==> config.mk <==
export PLATFORM = sky130hd
export DESIGN_NAME = tausworthe_uniform_histogram_core_flat
export DESIGN_NICKNAME = d
export VERILOG_FILES = /design/src/design/tuh_pkg.sv /design/src/design/tuh_if.sv /design/src/design/tausworthe_uniform_histogram_core.sv /design/src/design/tuh_histogram.sv /design/src/flat_wrapper.sv
export SDC_FILE = /design/constraint.sdc
export NUM_CORES = 1
export LEC_CHECK = 0
export BUFFER_PORTS_ARGS = -buffer_cell sky130_fd_sc_hd__buf_4
export CORE_UTILIZATION = 45
export CTS_BUF_LIST = sky130_fd_sc_hd__clkbuf_16
export DETAILED_ROUTE_END_ITERATION = 10
export HOLD_SLACK_MARGIN = 0.02
export SYNTH_ARGS = -nofsm -noshare
export SYNTH_HDL_FRONTEND = slang
export SYNTH_SLANG_ARGS = --single-unit
==> constraint.sdc <==
create_clock -name clk -period 10.24 [get_ports clk]
set_input_delay 2.048 -clock clk [delete_from_list [all_inputs] [get_ports clk]]
set_output_delay 2.048 -clock clk [all_outputs]
set_load 0.1 [all_outputs]
==> src/design/tuh_pkg.sv <==
// Shared types, constants and helpers for the Tausworthe histogram core.
package tuh_pkg;

    localparam int WORD_W          = 31;
    localparam int LAG_W           = 7;
    localparam int LAG_SHORT       = 3;
    localparam int NEXT_LAG_POS    = 24;
    localparam int NUM_BINS        = 10;
    localparam int BIN_W           = 4;
    localparam int BIN_SPAN        = 214748364;
    localparam int COUNT_OUT_W     = 32;
    localparam int COUNT_WIDTH_DEF = 32;

    localparam logic [LAG_W-1:0] SEED_RESET = 7'd105;

    typedef enum logic
    {
        OP_GENERATE = 1'b0,
        OP_READ     = 1'b1
    } op_t;

    typedef struct packed
    {
        logic             upd;
        logic [BIN_W-1:0] bin;
    } hist_req_t;

    typedef struct packed
    {
        logic [WORD_W-1:0]      value;
        logic [BIN_W-1:0]       bin;
        logic [COUNT_OUT_W-1:0] count;
    } out_item_t;

    // lower edge of bin k
    function automatic logic [WORD_W-1:0] bin_edge(input int k);
        return WORD_W'(k * BIN_SPAN);
    endfunction

endpackage

==> src/design/tuh_if.sv <==
// Channel interfaces: seed write, input items and result items.
interface tuh_cfg_if
    import tuh_pkg::*;
();
    logic             valid;
    logic             ready;
    logic [LAG_W-1:0] seed_bits;

    modport source (output valid, output seed_bits, input ready);
    modport sink   (input valid, input seed_bits, output ready);
endinterface

interface tuh_in_if
    import tuh_pkg::*;
();
    logic             valid;
    logic             ready;
    logic             operation;
    logic [BIN_W-1:0] bin_select;

    modport source (output valid, output operation, output bin_select, input ready);
    modport sink   (input valid, input operation, input bin_select, output ready);
endinterface

interface tuh_out_if
    import tuh_pkg::*;
();
    logic                   valid;
    logic                   ready;
    logic [WORD_W-1:0]      value;
    logic [BIN_W-1:0]       bin;
    logic [COUNT_OUT_W-1:0] count;

    modport source (output valid, output value, output bin, output count, input ready);
    modport sink   (input valid, input value, input bin, input count, output ready);
endinterface

==> src/design/tausworthe_uniform_histogram_core.sv <==
// Top level: Tausworthe word generator, bin sort, histogram and result buffer.
//
//  channel  | dir | payload                      | transfer
//  cfg      | in  | seed_bits[6:0]               | valid & ready (ready always high)
//  items    | in  | operation, bin_select[3:0]   | valid & ready
//  results  | out | value[30:0], bin[3:0], count | valid & ready
//
// One item per cycle while the result buffer has room; each result is registered.
// The word, bin and counter update come combinationally from the lag register.
// A two-entry result buffer keeps items flowing while results stall; items
// stop only when both entries are full. Reset clears counters, loads seed 105.
module tausworthe_uniform_histogram_core
    import tuh_pkg::*;
#(
    parameter int COUNT_WIDTH = COUNT_WIDTH_DEF
)
(
    input  logic       clk,
    input  logic       rst_n,
    tuh_cfg_if.sink    cfg,
    tuh_in_if.sink     items,
    tuh_out_if.source  results
);

    logic [LAG_W-1:0]       lag_reg;
    logic [LAG_W-1:0]       lag_next;
    logic                   out_valid_reg;
    logic                   out_valid_next;
    logic                   skid_valid_reg;
    logic                   skid_valid_next;
    out_item_t              out_item_reg;
    out_item_t              skid_item_reg;
    out_item_t              new_item;
    logic [WORD_W-1:0]      word;
    logic [BIN_W-1:0]       gen_bin;
    logic                   accept;
    logic                   is_read;
    logic                   out_adv;
    hist_req_t              hreq;
    logic [COUNT_OUT_W-1:0] hcount;

    assign cfg.ready   = 1'b1;
    assign items.ready = !skid_valid_reg;
    assign accept      = items.valid && items.ready;
    assign is_read     = (op_t'(items.operation) == OP_READ);
    assign out_adv     = !out_valid_reg || results.ready;

    always_comb
    begin
        word = '0;
        word[LAG_W-1:0] = lag_reg;
        for (int j = LAG_W; j < WORD_W; j++)
        begin
            word[j] = word[j-LAG_W] ^ word[j-LAG_SHORT];
        end
        gen_bin = '0;
        for (int k = 1; k < NUM_BINS; k++)
        begin
            gen_bin = gen_bin + BIN_W'(word >= bin_edge(k));
        end
    end

    assign hreq.upd = accept && !is_read;
    assign hreq.bin = is_read ? items.bin_select : gen_bin;

    tuh_histogram #(
        .COUNT_WIDTH (COUNT_WIDTH)
    ) u_hist (
        .clk   (clk),
        .rst_n (rst_n),
        .req   (hreq),
        .count (hcount)
    );

    assign new_item.value = is_read ? '0 : word;
    assign new_item.bin   = hreq.bin;
    assign new_item.count = hcount;

    always_comb
    begin
        priority if (cfg.valid)
        begin
            lag_next = cfg.seed_bits;
        end
        else if (accept && !is_read)
        begin
            lag_next = word[NEXT_LAG_POS +: LAG_W];
        end
        else
        begin
            lag_next = lag_reg;
        end

        out_valid_next  = out_valid_reg;
        skid_valid_next = skid_valid_reg;
        if (out_adv)
        begin
            out_valid_next  = skid_valid_reg || accept;
            skid_valid_next = 1'b0;
        end
        else if (accept)
        begin
            skid_valid_next = 1'b1;
        end
    end

    always_ff @(posedge clk or negedge rst_n)
    begin
        if (!rst_n)
        begin
            lag_reg        <= SEED_RESET;
            out_valid_reg  <= 1'b0;
            skid_valid_reg <= 1'b0;
        end
        else
        begin
            lag_reg        <= lag_next;
            out_valid_reg  <= out_valid_next;
            skid_valid_reg <= skid_valid_next;
        end
    end

    always_ff @(posedge clk)
    begin
        if (out_adv)
        begin
            out_item_reg <= skid_valid_reg ? skid_item_reg : new_item;
        end
        if (accept && !out_adv)
        begin
            skid_item_reg <= new_item;
        end
    end

    assign results.valid = out_valid_reg;
    assign results.value = out_item_reg.value;
    assign results.bin   = out_item_reg.bin;
    assign results.count = out_item_reg.count;

endmodule

==> src/design/tuh_histogram.sv <==
// Ten saturating bin counters with one port shared by reads and updates.
module tuh_histogram
    import tuh_pkg::*;
#(
    parameter int COUNT_WIDTH = COUNT_WIDTH_DEF
)
(
    input  logic                   clk,
    input  logic                   rst_n,
    input  hist_req_t              req,
    output logic [COUNT_OUT_W-1:0] count
);

    logic [COUNT_WIDTH-1:0] cnt_reg [NUM_BINS];
    logic [COUNT_WIDTH-1:0] cur;
    logic [COUNT_WIDTH-1:0] inc;

    always_comb
    begin
        if (req.bin < BIN_W'(NUM_BINS))
        begin
            cur = cnt_reg[req.bin];
        end
        else
        begin
            cur = '0;
        end
        inc = (cur == {COUNT_WIDTH{1'b1}}) ? cur : cur + COUNT_WIDTH'(1);
    end

    assign count = req.upd ? COUNT_OUT_W'(inc) : COUNT_OUT_W'(cur);

    always_ff @(posedge clk or negedge rst_n)
    begin
        if (!rst_n)
        begin
            for (int k = 0; k < NUM_BINS; k++)
            begin
                cnt_reg[k] <= '0;
            end
        end
        else
        begin
            for (int k = 0; k < NUM_BINS; k++)
            begin
                if (req.upd && req.bin == BIN_W'(k))
                begin
                    cnt_reg[k] <= inc;
                end
            end
        end
    end

endmodule
==> src/flat_wrapper.sv <==
// flat-port wrapper written by rule: the top's interface ports become plain ports
module tausworthe_uniform_histogram_core_flat import tuh_pkg::*;
#(
    parameter int COUNT_WIDTH = COUNT_WIDTH_DEF
)
  (clk, rst_n, cfg_valid, cfg_seed_bits, cfg_ready, items_valid, items_operation, items_bin_select, items_ready, results_valid, results_value, results_bin, results_count, results_ready);
  tuh_cfg_if cfg_i ();
  tuh_in_if items_i ();
  tuh_out_if results_i ();
  input  logic clk;
  input  logic rst_n;
  input wire logic [$bits(cfg_i.valid)-1:0] cfg_valid;
  input wire logic [$bits(cfg_i.seed_bits)-1:0] cfg_seed_bits;
  output wire logic [$bits(cfg_i.ready)-1:0] cfg_ready;
  input wire logic [$bits(items_i.valid)-1:0] items_valid;
  input wire logic [$bits(items_i.operation)-1:0] items_operation;
  input wire logic [$bits(items_i.bin_select)-1:0] items_bin_select;
  output wire logic [$bits(items_i.ready)-1:0] items_ready;
  output wire logic [$bits(results_i.valid)-1:0] results_valid;
  output wire logic [$bits(results_i.value)-1:0] results_value;
  output wire logic [$bits(results_i.bin)-1:0] results_bin;
  output wire logic [$bits(results_i.count)-1:0] results_count;
  input wire logic [$bits(results_i.ready)-1:0] results_ready;
  assign cfg_i.valid = cfg_valid;
  assign cfg_i.seed_bits = cfg_seed_bits;
  assign cfg_ready = cfg_i.ready;
  assign items_i.valid = items_valid;
  assign items_i.operation = items_operation;
  assign items_i.bin_select = items_bin_select;
  assign items_ready = items_i.ready;
  assign results_valid = results_i.valid;
  assign results_value = results_i.value;
  assign results_bin = results_i.bin;
  assign results_count = results_i.count;
  assign results_i.ready = results_ready;
  tausworthe_uniform_histogram_core #(.COUNT_WIDTH(COUNT_WIDTH)) u_core (.clk(clk), .rst_n(rst_n), .cfg(cfg_i), .items(items_i), .results(results_i));
endmodule
==> qor.yml, run 1 <==
synthesis:
  synth_warnings: 0
  yosysMostFrequentCell: "nand2_1"
  avgSynthCellArea_um2: 10.3
  synth_top_area_frac: 0.372
  synth_top_area_cell: "dfrtp_1"
  yosys-top-cells-count: "nand2_1 (529), dfrtp_1 (325), o21ai_0 (322), edfxtp_1 (134), clkbuf_1 (98)"
  synth_edf_count: 134
  synthesis.area_um2: 21900
  yosys_register_bits: 463
  ys_seq_area_frac: 0.561
  synth-main-ff-cell: "dfrtp_1"
  async_flop_share: 0.711
  synth_cell_types: 92
  synth_area_leaders: "dfrtp_1 (37%), edfxtp_1 (18%), nand2_1 (9.1%)"
  mappedNetlistNets: 2146
  netlist_instances: 2118
final_layout:
  fillers: 4299
  largest_reg_flops: 320
  multi_input_comb_area_um2: 8930
  drive_above_1_share: 0.153
  syn2layout_area_growth_pct: 12.8
  finalNetCount: 2188
  layout.area.seq_um2: 12300
  antenna_cells: 0
critical_path:
  end_kind: "register"
  cp-startpoint: "u_core.lag_reg[4]$_DFFE_PN0P_"
  path_delay_family: "compound AO/OA/AOI/OAI gates"
  crit_path_end: "u_core.u_hist.cnt_reg[121]$_DFFE_PN0P_"
  crit_top_cell: "fa_1"
  startpoint_type: "register"
  crit_buf_inv: 2
  r2r-end: "u_core.u_hist.cnt_reg[121]$_DFFE_PN0P_"
  cp.required_ns: 10.74
  cpPeakStageDelay_ns: 0.69
  r2r_cells: 25
  crit_path_top_delay_cell: "xor2_1"
  critical_path_arrival_ns: 10.22
  reg2reg_slack_ns: 0.52
  critPathKind: "register to register"
  r2r-start: "u_core.lag_reg[4]$_DFFE_PN0P_"
  cp_num_cells: 25
  worst-path-max-fanout: 19
global_routing:
  grt_antenna_before_repair: 0
  grt_max_degree: 135
  grt_pass1_vias: 15800
  grt_use_total: 0.251
  grt_pass1_wl_mm: 95.3
  overflow: 0
route:
  drt_iter0_drc: 1430
  num_vias: 16300
  wl_per_cell_um: 21.7
  ant_nets: 0
  drtPass1Iterations: 5
  viasPerCell: 5.81
  drc: 0
  wl_mm: 61.1
sta:
  clock_skew_ns: 0.0263
  setup_ws_ns: 0.523
  drv_slew: 0
  max_freq_mhz: 103
  hold_viol: 0
  max_slew_margin: 0.117
  rsz0062_at_grt: "no"
  worst_pin_slew_ns: 1.31
  setup_tns_ns: 0
  setup_viol: 0
  period_share: 0.949
  fin_crit_ns: 9.72
clock_network:
  clock_latency_ns: 0.59
  tritoncts: "built"
  cts_root_buffer: "clkbuf_16"
  clkSinkCount: 463
  cts_hold_buf: 0
  ctsHtreeMaxLevel: 2
  cts-buffers-inserted: 49
  clk_pin_slew_ns: 0.06
  cts_max_path_buffers: 3
die:
  num_rows: 80
  start_util: 0.457
  ios: 87
  die_w_um: 222
  die_h_um: 222
  die-area_um2: 49500
  coreArea_um2: 47800
placed_design:
  pre_cts_ws_ns: 0.141
  port_buffers: 85
  hpwl_mm: 39.0
  gp_congestion: 0.916
worst_hold_path:
  holdCritStartpoint: "u_core.u_hist.cnt_reg[236]$_DFFE_PN0P_"
  hold_path_class: "register to register"
job:
  cap_viol_max_count: 0
run_status:
  status: "finished, final reports clean"
==> area by class of cell <==
type,count,share of cell area
flip-flops and latches,463,0.497
inverters,14,0.00233
well taps,615,0.0312
multi-input cells,1495,0.362
repair buffers,137,0.0435
clock buffers,51,0.0517
clock inverters,41,0.0118
==> tightest hold or removal path: stages (launching register included) <==
cell and delay, ns:
dfrtp_1 0.34, nand2_1 0.04, o21ai_0 0.06
==> cells in the final DEF, fill, tap and decap left out, types with 38 or more instances in the layout <==
| cell type | netlist | layout |
|---|---|---|
| nand2_1 | 529 | 525 |
| dfrtp_1 | 325 | 324 |
| o21ai_0 | 322 | 320 |
| edfxtp_1 | 134 | 134 |
| buf_4 | 16 | 133 |
| nor2_1 | 74 | 72 |
| clkbuf_16 | 0 | 51 |
| mux2i_1 | 50 | 50 |
| a21oi_1 | 38 | 38 |
| nand3_1 | 40 | 38 |
==> per-stage QoR <==
step | instances | instance area (um^2) | utilization | hold WS, ns
after floorplan | 2118 | 21900 | - | 0.445
after global routing | 2816 | 24700 | 0.515 | 0.493
final | 2816 | 24700 | 0.515 | 0.475
after CTS | 2816 | 24600 | 0.514 | 0.478
after detailed placement | 2724 | 23000 | 0.482 | 0.466
after global placement | 2724 | 23000 | 0.482 | 0.455
==> kinds of logic after synthesis <==
group           Yosys count  synth area share
fa+ha+maj                11           0.00801
other cells               1          0.000172
buf+inv                 160            0.0349
simple gates            767             0.152
compound gates          549             0.150
mux                     113            0.0700
xor+xnor                 54            0.0236
flops                   463             0.561
==> worst min-delay path by stage <==
stage	end	slack, ns	cells after the start
6_report	u_core.u_hist.cnt_reg[236]$_DFFE_PN0P_	0.47	2
5_1_grt	u_core.u_hist.cnt_reg[154]$_DFFE_PN0P_	0.49	2
4_1_cts	u_core.u_hist.cnt_reg[214]$_DFFE_PN0P_	0.48	2
3_5_place_dp	u_core.u_hist.cnt_reg[236]$_DFFE_PN0P_	0.47	2
3_3_place_gp	u_core.u_hist.cnt_reg[254]$_DFFE_PN0P_	0.46	2
2_1_floorplan	u_core.u_hist.cnt_reg[100]$_DFFE_PN0P_	0.44	2
==> routing by layer <==
metal,global-route usage,share of wire,up-vias
met5,0,0,-
met4,0.0667,0.021,0
met3,0.0394,0.060,79
met2,0.389,0.45,515
met1,0.367,0.47,8153
li1,-,-,7601
==> what timing repair did <==
action | CTS | global route
buffers inserted | 0 | 0
gates resized for setup | 0 | 9
endpoints found under the setup margin | 0 | 337
Power of run 1 is not shown: default switching activity piles up to over one toggle a cycle in this logic, so the estimate is an artifact.
==> run 2: changes to the inputs <==
--- a/config.mk
+++ b/config.mk
@@ -6,10 +6,13 @@
 export NUM_CORES = 1
 export LEC_CHECK = 0
 export BUFFER_PORTS_ARGS = -buffer_cell sky130_fd_sc_hd__buf_4
-export CORE_UTILIZATION = 45
+export CELL_PAD_IN_SITES_DETAIL_PLACEMENT = 0
+export CELL_PAD_IN_SITES_GLOBAL_PLACEMENT = 2
+export CORE_UTILIZATION = 41
 export CTS_BUF_LIST = sky130_fd_sc_hd__clkbuf_16
 export DETAILED_ROUTE_END_ITERATION = 10
 export HOLD_SLACK_MARGIN = 0.02
+export PLACE_DENSITY_LB_ADDON = 0.1
 export SYNTH_ARGS = -nofsm -noshare
 export SYNTH_HDL_FRONTEND = slang
 export SYNTH_SLANG_ARGS = --single-unit
==> qor.yml, run 2 (synthesis results as in run 1) <==
run_status:
  status: "finished, final reports clean"
clock_network:
  cts_max_path_buffers: 3  # unchanged
  tritoncts: "built"
  cts-buffers-inserted: 52  # +6.1%
  cts_hold_buf: 0  # unchanged
  ctsHtreeMaxLevel: 2  # unchanged
  clkSinkCount: 463  # unchanged
  clk_pin_slew_ns: 0.06  # about the same
  clock_latency_ns: 0.61  # +0.02 ns
  cts_root_buffer: "clkbuf_16"
critical_path:
  cpPeakStageDelay_ns: 0.64  # -0.05 ns
  crit_buf_inv: 5  # +3
  critPathKind: "register to register"
  startpoint_type: "register"
  cp-startpoint: "u_core.lag_reg[0]$_DFFE_PN1P_"
  reg2reg_slack_ns: 0.52  # about the same
  crit_path_top_delay_cell: "dfstp_2"
  r2r-start: "u_core.lag_reg[0]$_DFFE_PN1P_"
  cp.required_ns: 10.66  # -0.08 ns
  worst-path-max-fanout: 12  # -7
  r2r_cells: 29  # +16%
  critical_path_arrival_ns: 10.14  # -0.08 ns
  end_kind: "register"
  cp_num_cells: 29  # +16%
  r2r-end: "u_core.u_hist.cnt_reg[157]$_DFFE_PN0P_"
  crit_path_end: "u_core.u_hist.cnt_reg[157]$_DFFE_PN0P_"
  path_delay_family: "compound AO/OA/AOI/OAI gates"
sta:
  drv_slew: 0  # unchanged
  fin_crit_ns: 9.72  # +0.00716 ns
  max_freq_mhz: 103  # about the same
  worst_pin_slew_ns: 1.19  # -0.117 ns
  setup_ws_ns: 0.515  # -0.00716 ns
  clock_skew_ns: 0.0188  # -0.00745 ns
  rsz0062_at_grt: "no"
  setup_tns_ns: 0  # unchanged
  hold_viol: 0  # unchanged
  hold_slack_ns: 0.472  # -0.00260 ns
  setup_viol: 0  # unchanged
  period_share: 0.950  # about the same
  max_slew_margin: 0.202  # +0.0843
final_layout:
  syn2layout_area_growth_pct: 14.0
  layout.cells.most_common: "nand2_1"
  final_cell_mix: "nand2_1 (525), dfrtp_1 (324), o21ai_0 (322)"
  multi_input_comb_area_um2: 8900  # -0.34%
  layout.area.seq_um2: 12300  # unchanged
  antenna_cells: 0  # unchanged
  fillers: 4968  # +16%
  final_area_um2: 24900  # +1.1%
  drive_above_1_share: 0.161  # +0.00802
  largest_reg_flops: 320  # unchanged
  finalNetCount: 2217  # +1.3%
placed_design:
  hpwl_mm: 43.3  # +11%
  gp_congestion: 0.911  # -0.61%
  port_buffers: 85  # unchanged
  placed_area_um2: 23300  # +1.1%
  pre_cts_ws_ns: 0.133  # -0.00811 ns
die:
  num_rows: 84  # +5.0%
  die-area_um2: 54200  # +9.7%
  die_h_um: 233  # +4.7%
  coreArea_um2: 52700  # +10%
  ios: 87  # unchanged
  die_w_um: 233  # +4.7%
  start_util: 0.415  # -0.0417
global_routing:
  overflow: 0  # unchanged
  grt_pass1_vias: 15800  # +0.38%
  grt_antenna_before_repair: 0  # unchanged
  grt_use_total: 0.254  # +0.00357
  grt_max_degree: 100  # -26%
  grt_pass1_wl_mm: 103  # +8.3%
route:
  num_vias: 16400  # +0.25%
  viasPerCell: 5.62  # -3.2%
  drc: 0  # unchanged
  drtPass1Iterations: 8  # +3
  wl_per_cell_um: 23.1  # +6.6%
  ant_nets: 0  # unchanged
  drt_iter0_drc: 1230  # -14%
  wl_mm: 67.5  # +10%
job:
  cap_viol_max_count: 0  # unchanged
worst_hold_path:
  hold_path_class: "register to register"
-- run 2: cell count changes in the layout (fill, tap and decap cells not counted), sizes merged --
cell	delta
inv	-1
bufinv	-1
clkinvlp	-2
clkbuf	+2
buf	+26
clkinv	+3
-- run 2: layout make-up --
class | count | share of cell area
Clock buffer | 53 | 0.0532
Tap cell | 688 | 0.0345
Sequential cell | 463 | 0.492
Inverter | 14 | 0.00231
Clock inverter | 40 | 0.00999
Timing Repair Buffer | 163 | 0.0509
Multi-Input combinational cell | 1495 | 0.357
-- run 2: worst min path at each step --
stage | from | end | slack [ns] | cells past startpoint
2_1_floorplan | u_core.u_hist.cnt_reg[100]$_DFFE_PN0P_ | u_core.u_hist.cnt_reg[100]$_DFFE_PN0P_ | 0.44 | 2
3_3_place_gp | u_core.u_hist.cnt_reg[100]$_DFFE_PN0P_ | u_core.u_hist.cnt_reg[100]$_DFFE_PN0P_ | 0.46 | 2
3_5_place_dp | u_core.u_hist.cnt_reg[197]$_DFFE_PN0P_ | u_core.u_hist.cnt_reg[197]$_DFFE_PN0P_ | 0.47 | 2
4_1_cts | u_core.u_hist.cnt_reg[197]$_DFFE_PN0P_ | u_core.u_hist.cnt_reg[197]$_DFFE_PN0P_ | 0.48 | 2
5_1_grt | u_core.u_hist.cnt_reg[78]$_DFFE_PN0P_ | u_core.u_hist.cnt_reg[78]$_DFFE_PN0P_ | 0.49 | 2
6_report | u_core.u_hist.cnt_reg[197]$_DFFE_PN0P_ | u_core.u_hist.cnt_reg[197]$_DFFE_PN0P_ | 0.47 | 2
-- run 2: per-layer routing --
layer / vias up / global-route usage / share of wire
li1: 7671 / - / -
met1: 8198 / 0.380 / 0.49
met2: 428 / 0.385 / 0.44
met3: 92 / 0.0398 / 0.048
met4: 0 / 0.0613 / 0.023
met5: - / 0 / 0
-- run 2: worst register-to-register path, delay by kind of cell (launching register included) --
kind / cells / cell delay, ns
AND/OR/NAND/NOR: 4 / 1.57
flip-flops: 1 / 0.64
adder cells (fa/ha/maj): 5 / 2.18
XOR/XNOR: 4 / 1.25
buffers and inverters: 5 / 1.08
AO/OA/AOI/OAI: 11 / 2.84
-- run 2: stage by stage --
stage,std cells,utilization
finish,2916,0.473
global route,2916,0.473
CTS,2913,0.472
detailed placement,2820,0.442
global placement,2820,0.442
floorplan,2118,-
-- run 2: repair_timing --
item | in CTS | in global routing
endpoints found under the setup margin | 0 | 138
setup buffers | 0 | 3
gates resized for setup | 0 | 4
Power of run 2 is left out for the same reason.
